## src/dad_pkg.sv

```systemverilog
// shared widths, division constants and calendar helpers for the date adder
package dad_pkg;

  localparam int DayW   = 5;
  localparam int MonthW = 4;
  localparam int YearW  = 14;
  localparam int CountW = 15;

  localparam int SumW   = 16;  // day of year plus count, up to 33164
  localparam int EraW   = 6;   // 400-year eras, up to 42
  localparam int YoeW   = 9;   // year of era, 0..399
  localparam int DoeW   = 18;  // day of era, 0..146096 before wrap, up to 179200 after add
  localparam int DoyW   = 9;   // march-based day of year, 0..365
  localparam int MpW    = 4;   // march-based month, 0..11
  localparam int YbaseW = 15;  // year plus 400 offset, up to 17199
  localparam int T5W    = 11;  // 153 * mp + 2 and 5 * doy + 2

  localparam int LatencyCycles = 11;

  localparam logic [YbaseW-1:0] EraYears    = YbaseW'(400);
  localparam logic [YbaseW-1:0] YearShift   = YbaseW'(399);
  localparam logic [DoeW-1:0]   EraDays     = DoeW'(146097);
  localparam logic [DoeW-1:0]   DaysPerYear = DoeW'(365);
  localparam logic [DoeW-1:0]   DaysJan1    = DoeW'(306);
  localparam logic [DoeW-1:0]   CentDays1   = DoeW'(36524);
  localparam logic [DoeW-1:0]   CentDays2   = DoeW'(73048);
  localparam logic [DoeW-1:0]   CentDays3   = DoeW'(109572);
  localparam logic [YearW-1:0]  Hundred     = YearW'(100);
  localparam logic [T5W-1:0]    MonthSpan   = T5W'(153);
  localparam logic [T5W-1:0]    MonthStep   = T5W'(5);
  localparam logic [T5W-1:0]    MonthRound  = T5W'(2);
  localparam logic [MpW-1:0]    MarchBias   = MpW'(3);
  localparam logic [MpW-1:0]    JanBias     = MpW'(9);
  localparam logic [MpW-1:0]    JanIndex    = MpW'(10);
  localparam logic [MonthW-1:0] MonthMar    = MonthW'(3);
  localparam logic [MonthW-1:0] MonthFeb    = MonthW'(2);

  // reciprocals: floor(x / c) == (x * ceil(2^k / c)) >> k with k = bits(x) + bits(c)
  localparam int Div100YK = 21;
  localparam logic [14:0] Recip100Y = 15'((2**Div100YK + 99) / 100);
  localparam int Div400K = 24;
  localparam logic [15:0] Recip400 = 16'((2**Div400K + 399) / 400);
  localparam int Div100SK = 16;
  localparam logic [9:0] Recip100S = 10'((2**Div100SK + 99) / 100);
  localparam int Div1460K = 29;
  localparam logic [18:0] Recip1460 = 19'((2**Div1460K + 1459) / 1460);
  localparam int Div365K = 27;
  localparam logic [18:0] Recip365 = 19'((2**Div365K + 364) / 365);
  localparam int Div153K = 19;
  localparam logic [11:0] Recip153 = 12'((2**Div153K + 152) / 153);
  localparam int Div5K = 14;
  localparam logic [11:0] Recip5 = 12'((2**Div5K + 4) / 5);

  typedef struct packed {
    logic            valid;
    logic            zero;
    logic [EraW-1:0] era;
    logic [DoeW-1:0] doe;
  } dad_serial_t;

  // days of the months before m in a common year; months past december count the whole year
  function automatic logic [DoyW-1:0] cum_days(input logic [MonthW-1:0] m);
    logic [DoyW-1:0] r;
    case (m)
      4'd0, 4'd1: r = DoyW'(0);
      4'd2:       r = DoyW'(31);
      4'd3:       r = DoyW'(59);
      4'd4:       r = DoyW'(90);
      4'd5:       r = DoyW'(120);
      4'd6:       r = DoyW'(151);
      4'd7:       r = DoyW'(181);
      4'd8:       r = DoyW'(212);
      4'd9:       r = DoyW'(243);
      4'd10:      r = DoyW'(273);
      4'd11:      r = DoyW'(304);
      4'd12:      r = DoyW'(334);
      default:    r = DoyW'(365);
    endcase
    return r;
  endfunction

  // days from the start of the era to march 1 of year of era yoe
  function automatic logic [DoeW-1:0] yoe_days(input logic [YoeW-1:0] yoe);
    logic [DoeW-1:0] base;
    logic [DoeW-1:0] quad;
    logic [18:0]     cent_prod;
    logic [DoeW-1:0] cent;
    base      = DoeW'(yoe) * DaysPerYear;
    quad      = DoeW'(yoe >> 2);
    cent_prod = 19'(yoe) * 19'(Recip100S);
    cent      = DoeW'(cent_prod[18:Div100SK]);
    return base + quad - cent;
  endfunction

endpackage

```

## src/dad_to_serial.sv

```systemverilog
// start date and count to a day of era, four register stages
module dad_to_serial (
  input  logic                       clk_i,
  input  logic                       rst_ni,
  input  logic                       valid_i,
  input  logic [dad_pkg::DayW-1:0]   day_i,
  input  logic [dad_pkg::MonthW-1:0] month_i,
  input  logic [dad_pkg::YearW-1:0]  year_i,
  input  logic [dad_pkg::CountW-1:0] count_i,
  output dad_pkg::dad_serial_t       serial_o
);
  import dad_pkg::*;

  // stage a
  logic              a_valid_q;
  logic [YearW-1:0]  a_year_q;
  logic [MonthW-1:0] a_month_q;
  logic [SumW-1:0]   a_sum_q;
  logic [7:0]        a_hund_q, a_hund_d;
  logic [EraW-1:0]   a_era_q, a_era_d;
  logic [28:0]       hund_prod;
  logic [YbaseW-1:0] ysh_in;
  logic [30:0]       era_prod;

  assign hund_prod = 29'(year_i) * 29'(Recip100Y);
  assign a_hund_d  = hund_prod[28:Div100YK];
  assign ysh_in    = YbaseW'(year_i) + YearShift;
  assign era_prod  = 31'(ysh_in) * 31'(Recip400);
  assign a_era_d   = era_prod[Div400K+EraW-1:Div400K];

  // stage b
  logic              b_valid_q;
  logic [SumW-1:0]   b_rem_q, b_rem_d;
  logic [EraW-1:0]   b_era_q;
  logic [YoeW-1:0]   b_yoe_q, b_yoe_d;
  logic [YearW-1:0]  hund_x100;
  logic              leap;
  logic              leap_extra;
  logic [YbaseW-1:0] ysh_b;

  assign hund_x100  = YearW'(a_hund_q) * Hundred;
  assign leap       = (a_year_q[1:0] == 2'b00) &&
                      ((a_year_q != hund_x100) || (a_hund_q[1:0] == 2'b00));
  assign leap_extra = leap && (a_month_q >= MonthMar);
  assign b_rem_d    = a_sum_q + SumW'(cum_days(a_month_q)) + SumW'(leap_extra);
  assign ysh_b      = YbaseW'(a_year_q) + YearShift;
  assign b_yoe_d    = YoeW'(ysh_b - YbaseW'(a_era_q) * EraYears);

  // stage c
  logic            c_valid_q;
  logic [DoeW-1:0] c_doe_q, c_doe_d;
  logic [SumW-1:0] c_rem_q;
  logic [EraW-1:0] c_era_q;

  assign c_doe_d = yoe_days(b_yoe_q) + DaysJan1;

  // stage d: add the count, fold into the next era at most once
  logic            d_valid_q;
  logic            d_zero_q, d_zero_d;
  logic [EraW-1:0] d_era_q, d_era_d;
  logic [DoeW-1:0] d_doe_q, d_doe_d;
  logic [DoeW-1:0] sum_doe;
  logic            wrap;

  assign sum_doe  = c_doe_q + DoeW'(c_rem_q) - DoeW'(1);
  assign wrap     = sum_doe >= EraDays;
  assign d_doe_d  = wrap ? sum_doe - EraDays : sum_doe;
  assign d_era_d  = c_era_q + EraW'(wrap);
  assign d_zero_d = (c_rem_q == '0);

  always_ff @(posedge clk_i or negedge rst_ni) begin
    if (!rst_ni) begin
      a_valid_q <= 1'b0;
      b_valid_q <= 1'b0;
      c_valid_q <= 1'b0;
      d_valid_q <= 1'b0;
    end else begin
      a_valid_q <= valid_i;
      b_valid_q <= a_valid_q;
      c_valid_q <= b_valid_q;
      d_valid_q <= c_valid_q;
    end
  end

  always_ff @(posedge clk_i) begin
    a_year_q  <= year_i;
    a_month_q <= month_i;
    a_sum_q   <= SumW'(day_i) + SumW'(count_i);
    a_hund_q  <= a_hund_d;
    a_era_q   <= a_era_d;
    b_rem_q   <= b_rem_d;
    b_era_q   <= a_era_q;
    b_yoe_q   <= b_yoe_d;
    c_doe_q   <= c_doe_d;
    c_rem_q   <= b_rem_q;
    c_era_q   <= b_era_q;
    d_zero_q  <= d_zero_d;
    d_era_q   <= d_era_d;
    d_doe_q   <= d_doe_d;
  end

  assign serial_o = '{valid: d_valid_q, zero: d_zero_q, era: d_era_q, doe: d_doe_q};

endmodule

```

## src/dad_from_serial.sv

```systemverilog
// day of era back to day, month and year, six register stages
module dad_from_serial (
  input  logic                       clk_i,
  input  logic                       rst_ni,
  input  dad_pkg::dad_serial_t       serial_i,
  output logic                       valid_o,
  output logic [dad_pkg::DayW-1:0]   day_o,
  output logic [dad_pkg::MonthW-1:0] month_o,
  output logic [dad_pkg::YearW-1:0]  year_o
);
  import dad_pkg::*;

  // stage e: leap-day corrections of the era
  logic            e_valid_q, e_zero_q;
  logic [EraW-1:0] e_era_q;
  logic [DoeW-1:0] e_doe_q;
  logic [6:0]      e_q1460_q, e_q1460_d;
  logic [1:0]      e_cent_q, e_cent_d;
  logic [36:0]     p1460;

  assign p1460     = 37'(serial_i.doe) * 37'(Recip1460);
  assign e_q1460_d = p1460[Div1460K+6:Div1460K];
  assign e_cent_d  = 2'(serial_i.doe >= CentDays1) + 2'(serial_i.doe >= CentDays2) +
                     2'(serial_i.doe >= CentDays3);

  // stage f
  logic            f_valid_q, f_zero_q;
  logic [EraW-1:0] f_era_q;
  logic [DoeW-1:0] f_doe_q, f_ynum_q;

  // stage g: year of era
  logic            g_valid_q, g_zero_q;
  logic [EraW-1:0] g_era_q;
  logic [DoeW-1:0] g_doe_q;
  logic [YoeW-1:0] g_yoe_q, g_yoe_d;
  logic [36:0]     p365;

  assign p365    = 37'(f_ynum_q) * 37'(Recip365);
  assign g_yoe_d = p365[Div365K+YoeW-1:Div365K];

  // stage h: day of year, full year
  logic              h_valid_q, h_zero_q;
  logic [DoyW-1:0]   h_doy_q, h_doy_d;
  logic [YbaseW-1:0] h_ybase_q, h_ybase_d;

  assign h_doy_d   = DoyW'(g_doe_q - yoe_days(g_yoe_q));
  assign h_ybase_d = YbaseW'(g_era_q) * EraYears + YbaseW'(g_yoe_q);

  // stage i: march-based month
  logic              i_valid_q, i_zero_q;
  logic [DoyW-1:0]   i_doy_q;
  logic [YbaseW-1:0] i_ybase_q;
  logic [MpW-1:0]    i_mp_q, i_mp_d;
  logic [T5W-1:0]    doy_x5;
  logic [22:0]       p153;

  assign doy_x5 = T5W'(h_doy_q) * MonthStep + MonthRound;
  assign p153   = 23'(doy_x5) * 23'(Recip153);
  assign i_mp_d = p153[Div153K+MpW-1:Div153K];

  // stage j: start of that month
  logic              j_valid_q, j_zero_q;
  logic [DoyW-1:0]   j_doy_q;
  logic [YbaseW-1:0] j_ybase_q;
  logic [MpW-1:0]    j_mp_q;
  logic [T5W-1:0]    j_t5_q;

  // final arithmetic, registered in the top level
  logic [22:0]       p5;
  logic [DoyW-1:0]   month_start;
  logic [MonthW-1:0] civil_month;
  logic              early;

  assign p5          = 23'(j_t5_q) * 23'(Recip5);
  assign month_start = p5[Div5K+DoyW-1:Div5K];
  assign civil_month = (j_mp_q < JanIndex) ? MonthW'(j_mp_q + MarchBias)
                                           : MonthW'(j_mp_q - JanBias);
  assign early       = (civil_month <= MonthFeb) || j_zero_q;
  assign valid_o     = j_valid_q;
  assign day_o       = j_zero_q ? '0 : DayW'(j_doy_q - month_start + DoyW'(1));
  assign month_o     = j_zero_q ? MonthW'(1) : civil_month;
  assign year_o      = YearW'(j_ybase_q + YbaseW'(early) - EraYears);

  always_ff @(posedge clk_i or negedge rst_ni) begin
    if (!rst_ni) begin
      e_valid_q <= 1'b0;
      f_valid_q <= 1'b0;
      g_valid_q <= 1'b0;
      h_valid_q <= 1'b0;
      i_valid_q <= 1'b0;
      j_valid_q <= 1'b0;
    end else begin
      e_valid_q <= serial_i.valid;
      f_valid_q <= e_valid_q;
      g_valid_q <= f_valid_q;
      h_valid_q <= g_valid_q;
      i_valid_q <= h_valid_q;
      j_valid_q <= i_valid_q;
    end
  end

  always_ff @(posedge clk_i) begin
    e_zero_q  <= serial_i.zero;
    e_era_q   <= serial_i.era;
    e_doe_q   <= serial_i.doe;
    e_q1460_q <= e_q1460_d;
    e_cent_q  <= e_cent_d;
    f_zero_q  <= e_zero_q;
    f_era_q   <= e_era_q;
    f_doe_q   <= e_doe_q;
    f_ynum_q  <= e_doe_q - DoeW'(e_q1460_q) + DoeW'(e_cent_q);
    g_zero_q  <= f_zero_q;
    g_era_q   <= f_era_q;
    g_doe_q   <= f_doe_q;
    g_yoe_q   <= g_yoe_d;
    h_zero_q  <= g_zero_q;
    h_doy_q   <= h_doy_d;
    h_ybase_q <= h_ybase_d;
    i_zero_q  <= h_zero_q;
    i_doy_q   <= h_doy_q;
    i_ybase_q <= h_ybase_q;
    i_mp_q    <= i_mp_d;
    j_zero_q  <= i_zero_q;
    j_doy_q   <= i_doy_q;
    j_ybase_q <= i_ybase_q;
    j_mp_q    <= i_mp_q;
    j_t5_q    <= T5W'(i_mp_q) * MonthSpan + MonthRound;
  end

endmodule

```

## src/date_add_days_core.sv

```systemverilog
// top level of the gregorian date adder
//
//  channel  | handshake         | payload
//  ---------+-------------------+-----------------------------------------------------
//  command  | start_i / busy_o  | start_day_i, start_month_i, start_year_i, days_to_add_i
//  result   | done_o strobe     | result_day_o, result_month_o, result_year_o
//
// one transfer in per cycle, one result per transfer
// each result passes the register chain: four stages to a day of a 400-year era,
// six stages back to a date, then the output register
// busy_o stays low, the pipeline takes a command in every cycle
// reset clears only the valid bits, payload registers come up unknown
// the receiver cannot stall, so each stage moves forward every cycle
module date_add_days_core (
  input  logic                       clk_i,
  input  logic                       rst_ni,
  input  logic                       start_i,
  output logic                       busy_o,
  input  logic [dad_pkg::DayW-1:0]   start_day_i,
  input  logic [dad_pkg::MonthW-1:0] start_month_i,
  input  logic [dad_pkg::YearW-1:0]  start_year_i,
  input  logic [dad_pkg::CountW-1:0] days_to_add_i,
  output logic                       done_o,
  output logic [dad_pkg::DayW-1:0]   result_day_o,
  output logic [dad_pkg::MonthW-1:0] result_month_o,
  output logic [dad_pkg::YearW-1:0]  result_year_o
);
  import dad_pkg::*;

  logic              accept;
  dad_serial_t       serial;
  logic              conv_valid;
  logic [DayW-1:0]   conv_day;
  logic [MonthW-1:0] conv_month;
  logic [YearW-1:0]  conv_year;

  logic              done_q;
  logic [DayW-1:0]   day_q;
  logic [MonthW-1:0] month_q;
  logic [YearW-1:0]  year_q;

  // no back-pressure anywhere, so a command is never refused
  assign busy_o = 1'b0;
  assign accept = start_i && !busy_o;

  // forward half: day of year plus count, folded into an era serial
  dad_to_serial u_to_serial (
    .clk_i    (clk_i),
    .rst_ni   (rst_ni),
    .valid_i  (accept),
    .day_i    (start_day_i),
    .month_i  (start_month_i),
    .year_i   (start_year_i),
    .count_i  (days_to_add_i),
    .serial_o (serial)
  );

  // back half: era serial to civil date, zero total handled at the end
  dad_from_serial u_from_serial (
    .clk_i    (clk_i),
    .rst_ni   (rst_ni),
    .serial_i (serial),
    .valid_o  (conv_valid),
    .day_o    (conv_day),
    .month_o  (conv_month),
    .year_o   (conv_year)
  );

  // output register, the strobe lasts exactly one cycle per transfer
  always_ff @(posedge clk_i or negedge rst_ni) begin
    if (!rst_ni) begin
      done_q <= 1'b0;
    end else begin
      done_q <= conv_valid;
    end
  end

  always_ff @(posedge clk_i) begin
    day_q   <= conv_day;
    month_q <= conv_month;
    year_q  <= conv_year;
  end

  assign done_o         = done_q;
  assign result_day_o   = day_q;
  assign result_month_o = month_q;
  assign result_year_o  = year_q;

endmodule

```

## config.mk

```make
export PLATFORM = sky130hd
export DESIGN_NAME = date_add_days_core
export DESIGN_NICKNAME = d
export VERILOG_FILES = /design/src/dad_pkg.sv /design/src/dad_to_serial.sv /design/src/dad_from_serial.sv /design/src/date_add_days_core.sv
export SDC_FILE = /design/constraint.sdc
export NUM_CORES = 2
export LEC_CHECK = 0
export BUFFER_PORTS_ARGS = -buffer_cell sky130_fd_sc_hd__buf_2
export CAP_MARGIN = 20
export CORE_ASPECT_RATIO = 1.4
export CORE_MARGIN = 10
export CORE_UTILIZATION = 50
export CTS_CLUSTER_SIZE = 8
export DETAILED_ROUTE_END_ITERATION = 7
export GPL_TIMING_DRIVEN = 0
export PLACE_DENSITY_LB_ADDON = 0.25
export SLEW_MARGIN = 40
export SYNTH_ARGS = -nofsm -noshare
export SYNTH_HDL_FRONTEND = slang
export SYNTH_SLANG_ARGS = --single-unit
```

## constraint.sdc

```tcl
create_clock -name clk_i -period 9.1 [get_ports clk_i]
set_clock_uncertainty 0.1 [all_clocks]
set_input_delay 0.91 -clock clk_i [delete_from_list [all_inputs] [get_ports clk_i]]
set_output_delay 0.91 -clock clk_i [all_outputs]
set_load 0.05 [all_outputs]
```

# After elaboration in Yosys (flattened, before gate mapping)
# Memory sizes are Yosys's and may differ from the RTL's. A register that Yosys moved wholly into a read port is not among the register bits.
# Cells that the tools add are included.
dict set report op_classes {
  bitwise_logic 0
  addsub 29
  n_eq_ne 1
  reduce_logical 7
  muxes 2
  multipliers 15
  n_lt_le_gt_ge 7
  div_mod_pow 0
  n_shift 0
}
# cell count
set op_table {}
lappend op_table {{$mul A18 B16 Y33 const B} 2}
lappend op_table {{$ge A18 B17 Y1 const B} 2}
lappend op_table {{$mul A9 B6 Y15 const B} 2}
lappend op_table {{$mul A14 B13 Y27 const B} 1}
lappend op_table {{$mul A15 B13 Y27 const B} 1}
lappend op_table {{$mul A11 B12 Y23 const B} 1}
lappend op_table {{$add A11 B2 Y11 const B} 2}
lappend op_table {{$mul A11 B12 Y19 const B} 1}
lappend op_table {{$add A18 B16 Y18} 1}
lappend op_table {{$add A18 B2 Y18} 1}
lappend op_table {{$add A18 B7 Y18} 1}
lappend op_table {{$add A18 B9 Y18 const B} 1}
lappend op_table {{$ge A18 B16 Y1 const B} 1}
lappend op_table {{$ge A18 B18 Y1 const B} 1}
lappend op_table {{$mul A9 B9 Y18 const B} 1}
lappend op_table {{$mux W18} 1}
lappend op_table {{$sub A18 B1 Y18 const B} 1}
lappend op_table {{$sub A18 B18 Y18 const B} 1}
lappend op_table {{$sub A18 B3 Y18} 1}
lappend op_table {{$sub A18 B7 Y18} 1}
lappend op_table {{$sub A9 B9 Y9} 2}
lappend op_table {{$add A16 B1 Y16} 1}
lappend op_table {{$add A16 B9 Y16} 1}
lappend op_table {{$add A5 B15 Y16} 1}
lappend op_table {{other kinds (29)} 32}
dict set report word_totals {
  latchBits 0
  mem_bits_rw 0
  in_bits 41
  romBits 144
  reg_bits 354
  mem_count 1
}
# name words width read_ports rd_clocked_by_memory_dff write_ports line_no
set mem_list {}
lappend mem_list {{(no name shown)} 16 9 1 1 0 dad_pkg.sv:64} ;# case (m)

# Depth between registers and ports, before layout
dict set report depth {
  word_depth 6
  mapped_depth 35
  mapped_depth_nobuf 35
}

# Cells and area by module
# From an unflattened synthesis, not the netlist that was laid out.
dict set report unflattened {
  hier_cells 3928
  area_unflattened_um2 40651.5
}
# module seq_area_each_um2 instances cells_each area_per_inst_um2
set modules_own_cells {}
lappend modules_own_cells {dad_from_serial 3673.5 1 2109 22604.2}
lappend modules_own_cells {dad_to_serial 3163.0 1 1793 17550.6}
lappend modules_own_cells {date_add_days_core 485.5 1 26 496.7}

# Worst setup path before layout
# No wires, ideal clock.
dict set report synth_path {
  kind {input to register}
  startpoint {input port start_year_i[1] in the netlist's numbering}
  endpoint {register u_to_serial.a_era_q[5]}
  n_path_buf 0
  arrival_time_ns 6.679
  path_stages 26
  path_slack_ns 2.258
  required_time_ns 8.937
  path_cell_list {inv_1 ha_1 a21boi_0 nor2b_1 o21ai_0 nand2_1 xnor2_1 inv_1 ha_1 fa_1 inv_1 fa_1 inv_1 ha_1 inv_1 fa_1 inv_1 ha_1 o211a_1 a221oi_1 o21ai_0 a21o_1 a31oi_1 o31ai_1 or4_1 nand3_1}
}
dict set report synth_via {
  elab_chain_cells 2
}
# item line_no
set synth_lines {}
lappend synth_lines {{from (decl)} date_add_days_core.sv:21} ;# input logic [dad_pkg::YearW-1:0] start_year_i,
lappend synth_lines {{$add A14 B9 Y15} dad_to_serial.sv:27} ;# assign ysh_in = YbaseW'(year_i) + YearShift;
lappend synth_lines {{$mul A15 B13 Y27} dad_to_serial.sv:28} ;# assign era_prod = 31'(ysh_in) * 31'(Recip400);
lappend synth_lines {{via u_to_serial.era_prod[29]} dad_to_serial.sv:23} ;# logic [30:0] era_prod;
lappend synth_lines {{to (signal assigned)} dad_to_serial.sv:90} ;# a_era_q <= a_era_d;
lappend synth_lines {{to (decl)} dad_to_serial.sv:20} ;# logic [EraW-1:0] a_era_q, a_era_d;
# The timed path passes the listed nets, and every way through them passes these cells.
# A chain may end at the register's enable or synchronous reset.

# Final worst setup path
# Same ends and word-level chain as after synthesis.

==> impl_metrics.toml <==
[clocking]
numCtsBuffers = 52
cts-root-buf = "clkbuf_16"
cts_tree = "yes"
cts_buffer_depth = 3
htree_levels = 2
cts_setup_buffers = 0
insertion_delay_ns = 0.62
cts_resized = 0
hold_buffers = 0
clock-sinks = 363
path_clk_slew_ns = 0.05

[synthesis]
postSynthAreaPerCell_sq_um = 10.29
syn-cell-area_sq_mm = 0.04019
synthArstFlopShare = 0.03030
synth.distinct_cells = 80
dominantRegCellSynth = "dfxtp_1"
yosysSeqAreaShare = 0.1822
synth_edf_count = 0
ys_ff_latch = 363
ys.warnings.count = 0
syn_nets = 5425
syn_inst = 3907

[placed_design]
hpwl_um = 63900
io_buffer_count = 64
place.gp.congestion = 0.8371

[drt]
drt_iter0_drc = 642
via_per_inst = 4.960
dr.pass1.iters = 7
vias = 25290
drtAntennaViolNets = 0
drt-total-wl_um = 74930
wl_per_cell_um = 14.70
drc_errors = 0

[cells_and_area]
final_common_cell = "inv_1"
fill_cells = 7250
final_cell_mix = "1,009 x inv_1, 990 x ha_1, 487 x fa_1"
nets = 5543
n_antenna_cell = 0
syn_to_final_growth_pct = 7.752
drive_above_1_share = 0.04262

[sta]
fmax_ghz = 0.1318
finalCritPeriodShare = 0.8335
slew_viol_final = 0
period_needed_ns = 7.585
hold_viol = 0
relSlewSlack = 0.4542
finalSetupViolCount = 0
tns_ns = 0
tightest_slew_ns = 0.8176
rsz0062_at_grt = "false"

[setup_path]
criticalPathCategory = "in -> reg"
critPathRequiredTime_ns = 9.52
startpoint_type = "input pin"
cp-end-kind = "register"
worstPathArrival_ns = 8.00
path_max_fanout = 8

[floorplanning]
fp.dieW_um = 259.6
dieHeight_um = 355.5
initial_core_util = 0.5022
fp-row-count = 123
dieArea_sq_mm = 0.09228
io_pins = 66
core_area_sq_mm = 0.08003

[status]
status = "finished clean"

[global_route]
grt-ovfl-total = 0
grt_max_degree = 16
grt_pass1_wl_um = 128600
antenna_found_initial = 1
grt_use_total = 0.1704
grt_pass1_vias = 27590

[hold_path]
hold_class = "in -> async"

[run]
drv_cap = 0
==> Yosys cell counts, types with 5 or more instances <==
| cell | n | share of area |
|---|---|---|
| and3_1 | 16 | 0.0025 |
| inv_1 | 1009 | 0.094 |
| nor4_1 | 9 | 0.0014 |
| o21bai_1 | 23 | 0.0043 |
| ha_1 | 990 | 0.31 |
| and2_1 | 9 | 0.0014 |
| a21boi_0 | 7 | 0.0013 |
| nand4b_1 | 6 | 0.0013 |
| fa_1 | 487 | 0.24 |
| o31ai_1 | 8 | 0.0015 |
| o21ai_1 | 5 | 0.00062 |
| a21oi_1 | 104 | 0.013 |
| a31oi_1 | 10 | 0.0016 |
| xnor2_1 | 182 | 0.040 |
| nor2b_1 | 20 | 0.0031 |
| a211o_1 | 5 | 0.0011 |
| a21o_1 | 44 | 0.0082 |
| nand2b_1 | 22 | 0.0034 |
| nand4_1 | 17 | 0.0026 |
| nand2_1 | 83 | 0.0078 |
| a2111oi_0 | 6 | 0.0013 |
| or3_1 | 9 | 0.0014 |
| o211ai_1 | 15 | 0.0028 |
| nand3_1 | 44 | 0.0055 |
| or2_2 | 8 | 0.0012 |
| dfxtp_1 | 352 | 0.18 |
| nor2_1 | 109 | 0.010 |
| dfrtp_1 | 11 | 0.0068 |
| nor3_1 | 30 | 0.0037 |
| o21ai_0 | 76 | 0.0095 |
| o21a_1 | 28 | 0.0052 |
| a211oi_1 | 19 | 0.0035 |
| xor2_1 | 64 | 0.014 |
==> cell families (layout without fill, tap and decap cells) <==
family	Yosys count	after routing	synth area share
AOI/OAI and AO/OA	399	399	0.06659
other	1	1	0.00009330
DFF	363	363	0.1822
adders and majority gates	1477	1477	0.5508
muxes	8	8	0.002397
and+or+nand+nor	394	394	0.04822
buffers and inverters	1018	1147	0.09573
xor gates and xnor gates	247	247	0.05401
==> path summary, 6_finish.rpt <==
| path | to | slack, ns | startpoint | cells after the start |
|---|---|---|---|---|
| worst min register to register | u_from_serial.e_era_q[0] | 0.20 | u_to_serial.d_era_q[0] | 0 |
| worst max-delay path | u_to_serial.a_era_q[5] | 1.52 | start_year_i[1] | 27 |
| max in group asynchronous | u_from_serial.i_valid_q | 8.64 | rst_ni | 1 |
| min in group clk_i | u_from_serial.e_era_q[0] | 0.20 | u_to_serial.d_era_q[0] | 0 |
| worst max register to register | u_to_serial.c_doe_q[16] | 1.72 | u_to_serial.b_yoe_q[1] | 35 |
| worst min-delay path | u_from_serial.h_valid_q | 0.06 | rst_ni | 1 |
==> registers in the layout, indices dropped and copies added, names as in the netlist, 16 cells and up, named ones only <==
register and flops:
u_to_serial.c_doe_q 18, u_to_serial.d_doe_q 18, u_from_serial.f_ynum_q 18, u_from_serial.e_doe_q 18
u_to_serial.c_rem_q 16, u_to_serial.b_rem_q 16, u_to_serial.a_sum_q 16
==> metal layers <==
layer,track usage,vias up,share of wire
li1,-,12630,-
met1,0.1794,12300,0.38
met2,0.3393,239,0.56
met3,0.01835,123,0.021
met4,0.05927,0,0.035
met5,0,-,0
==> final cells by class <==
type | instances | area (sq um) | area share
inverter | 1009 | 3787 | 0.08746
buffer | 9 | 60.06 | 0.001387
multi-input combinational | 2526 | 29060 | 0.6710
tap | 1062 | 1329 | 0.03068
sequential | 363 | 7332 | 0.1693
timing repair buffer | 64 | 320.3 | 0.007396
clock inverter | 4 | 73.82 | 0.001705
clock buffer | 61 | 1345 | 0.03106
==> worst max-delay path, cell delays in order <==
cell and delay (ns):
buf_2 0.22, inv_1 0.18, ha_1 0.23, a21boi_0 0.32, nor2b_1 0.11, o21ai_0 0.39
nand2_1 0.20, xnor2_1 0.57, inv_1 0.22, ha_1 0.38, fa_1 0.53, inv_1 0.07
fa_1 0.49, inv_1 0.04, ha_1 0.27, inv_1 0.05, fa_1 0.53, inv_1 0.04
ha_1 0.29, o211a_1 0.15, a221oi_1 0.23, o21ai_0 0.18, a21o_1 0.25, a31oi_1 0.33
o31ai_1 0.20, or4_1 0.49, nand3_1 0.09
==> through the flow <==
step                instances  hold slack [ns]  utilization  setup WS [ns]  cell area (sq um)
finish                   5098          0.05858       0.5412          1.515              43310
global route             5098          0.05484       0.5412         0.9861              43310
CTS                      5098          0.03502       0.5407          1.551              43270
detailed placement       5033           0.2121       0.5230         0.9580              41850
global placement         5033           0.2107       0.5228         0.9091              41840
floorplan                3907           0.2096            -          2.258              40190
Power is not shown: default switching activity piles up to over one toggle a cycle in this logic, so the estimate is an artifact.
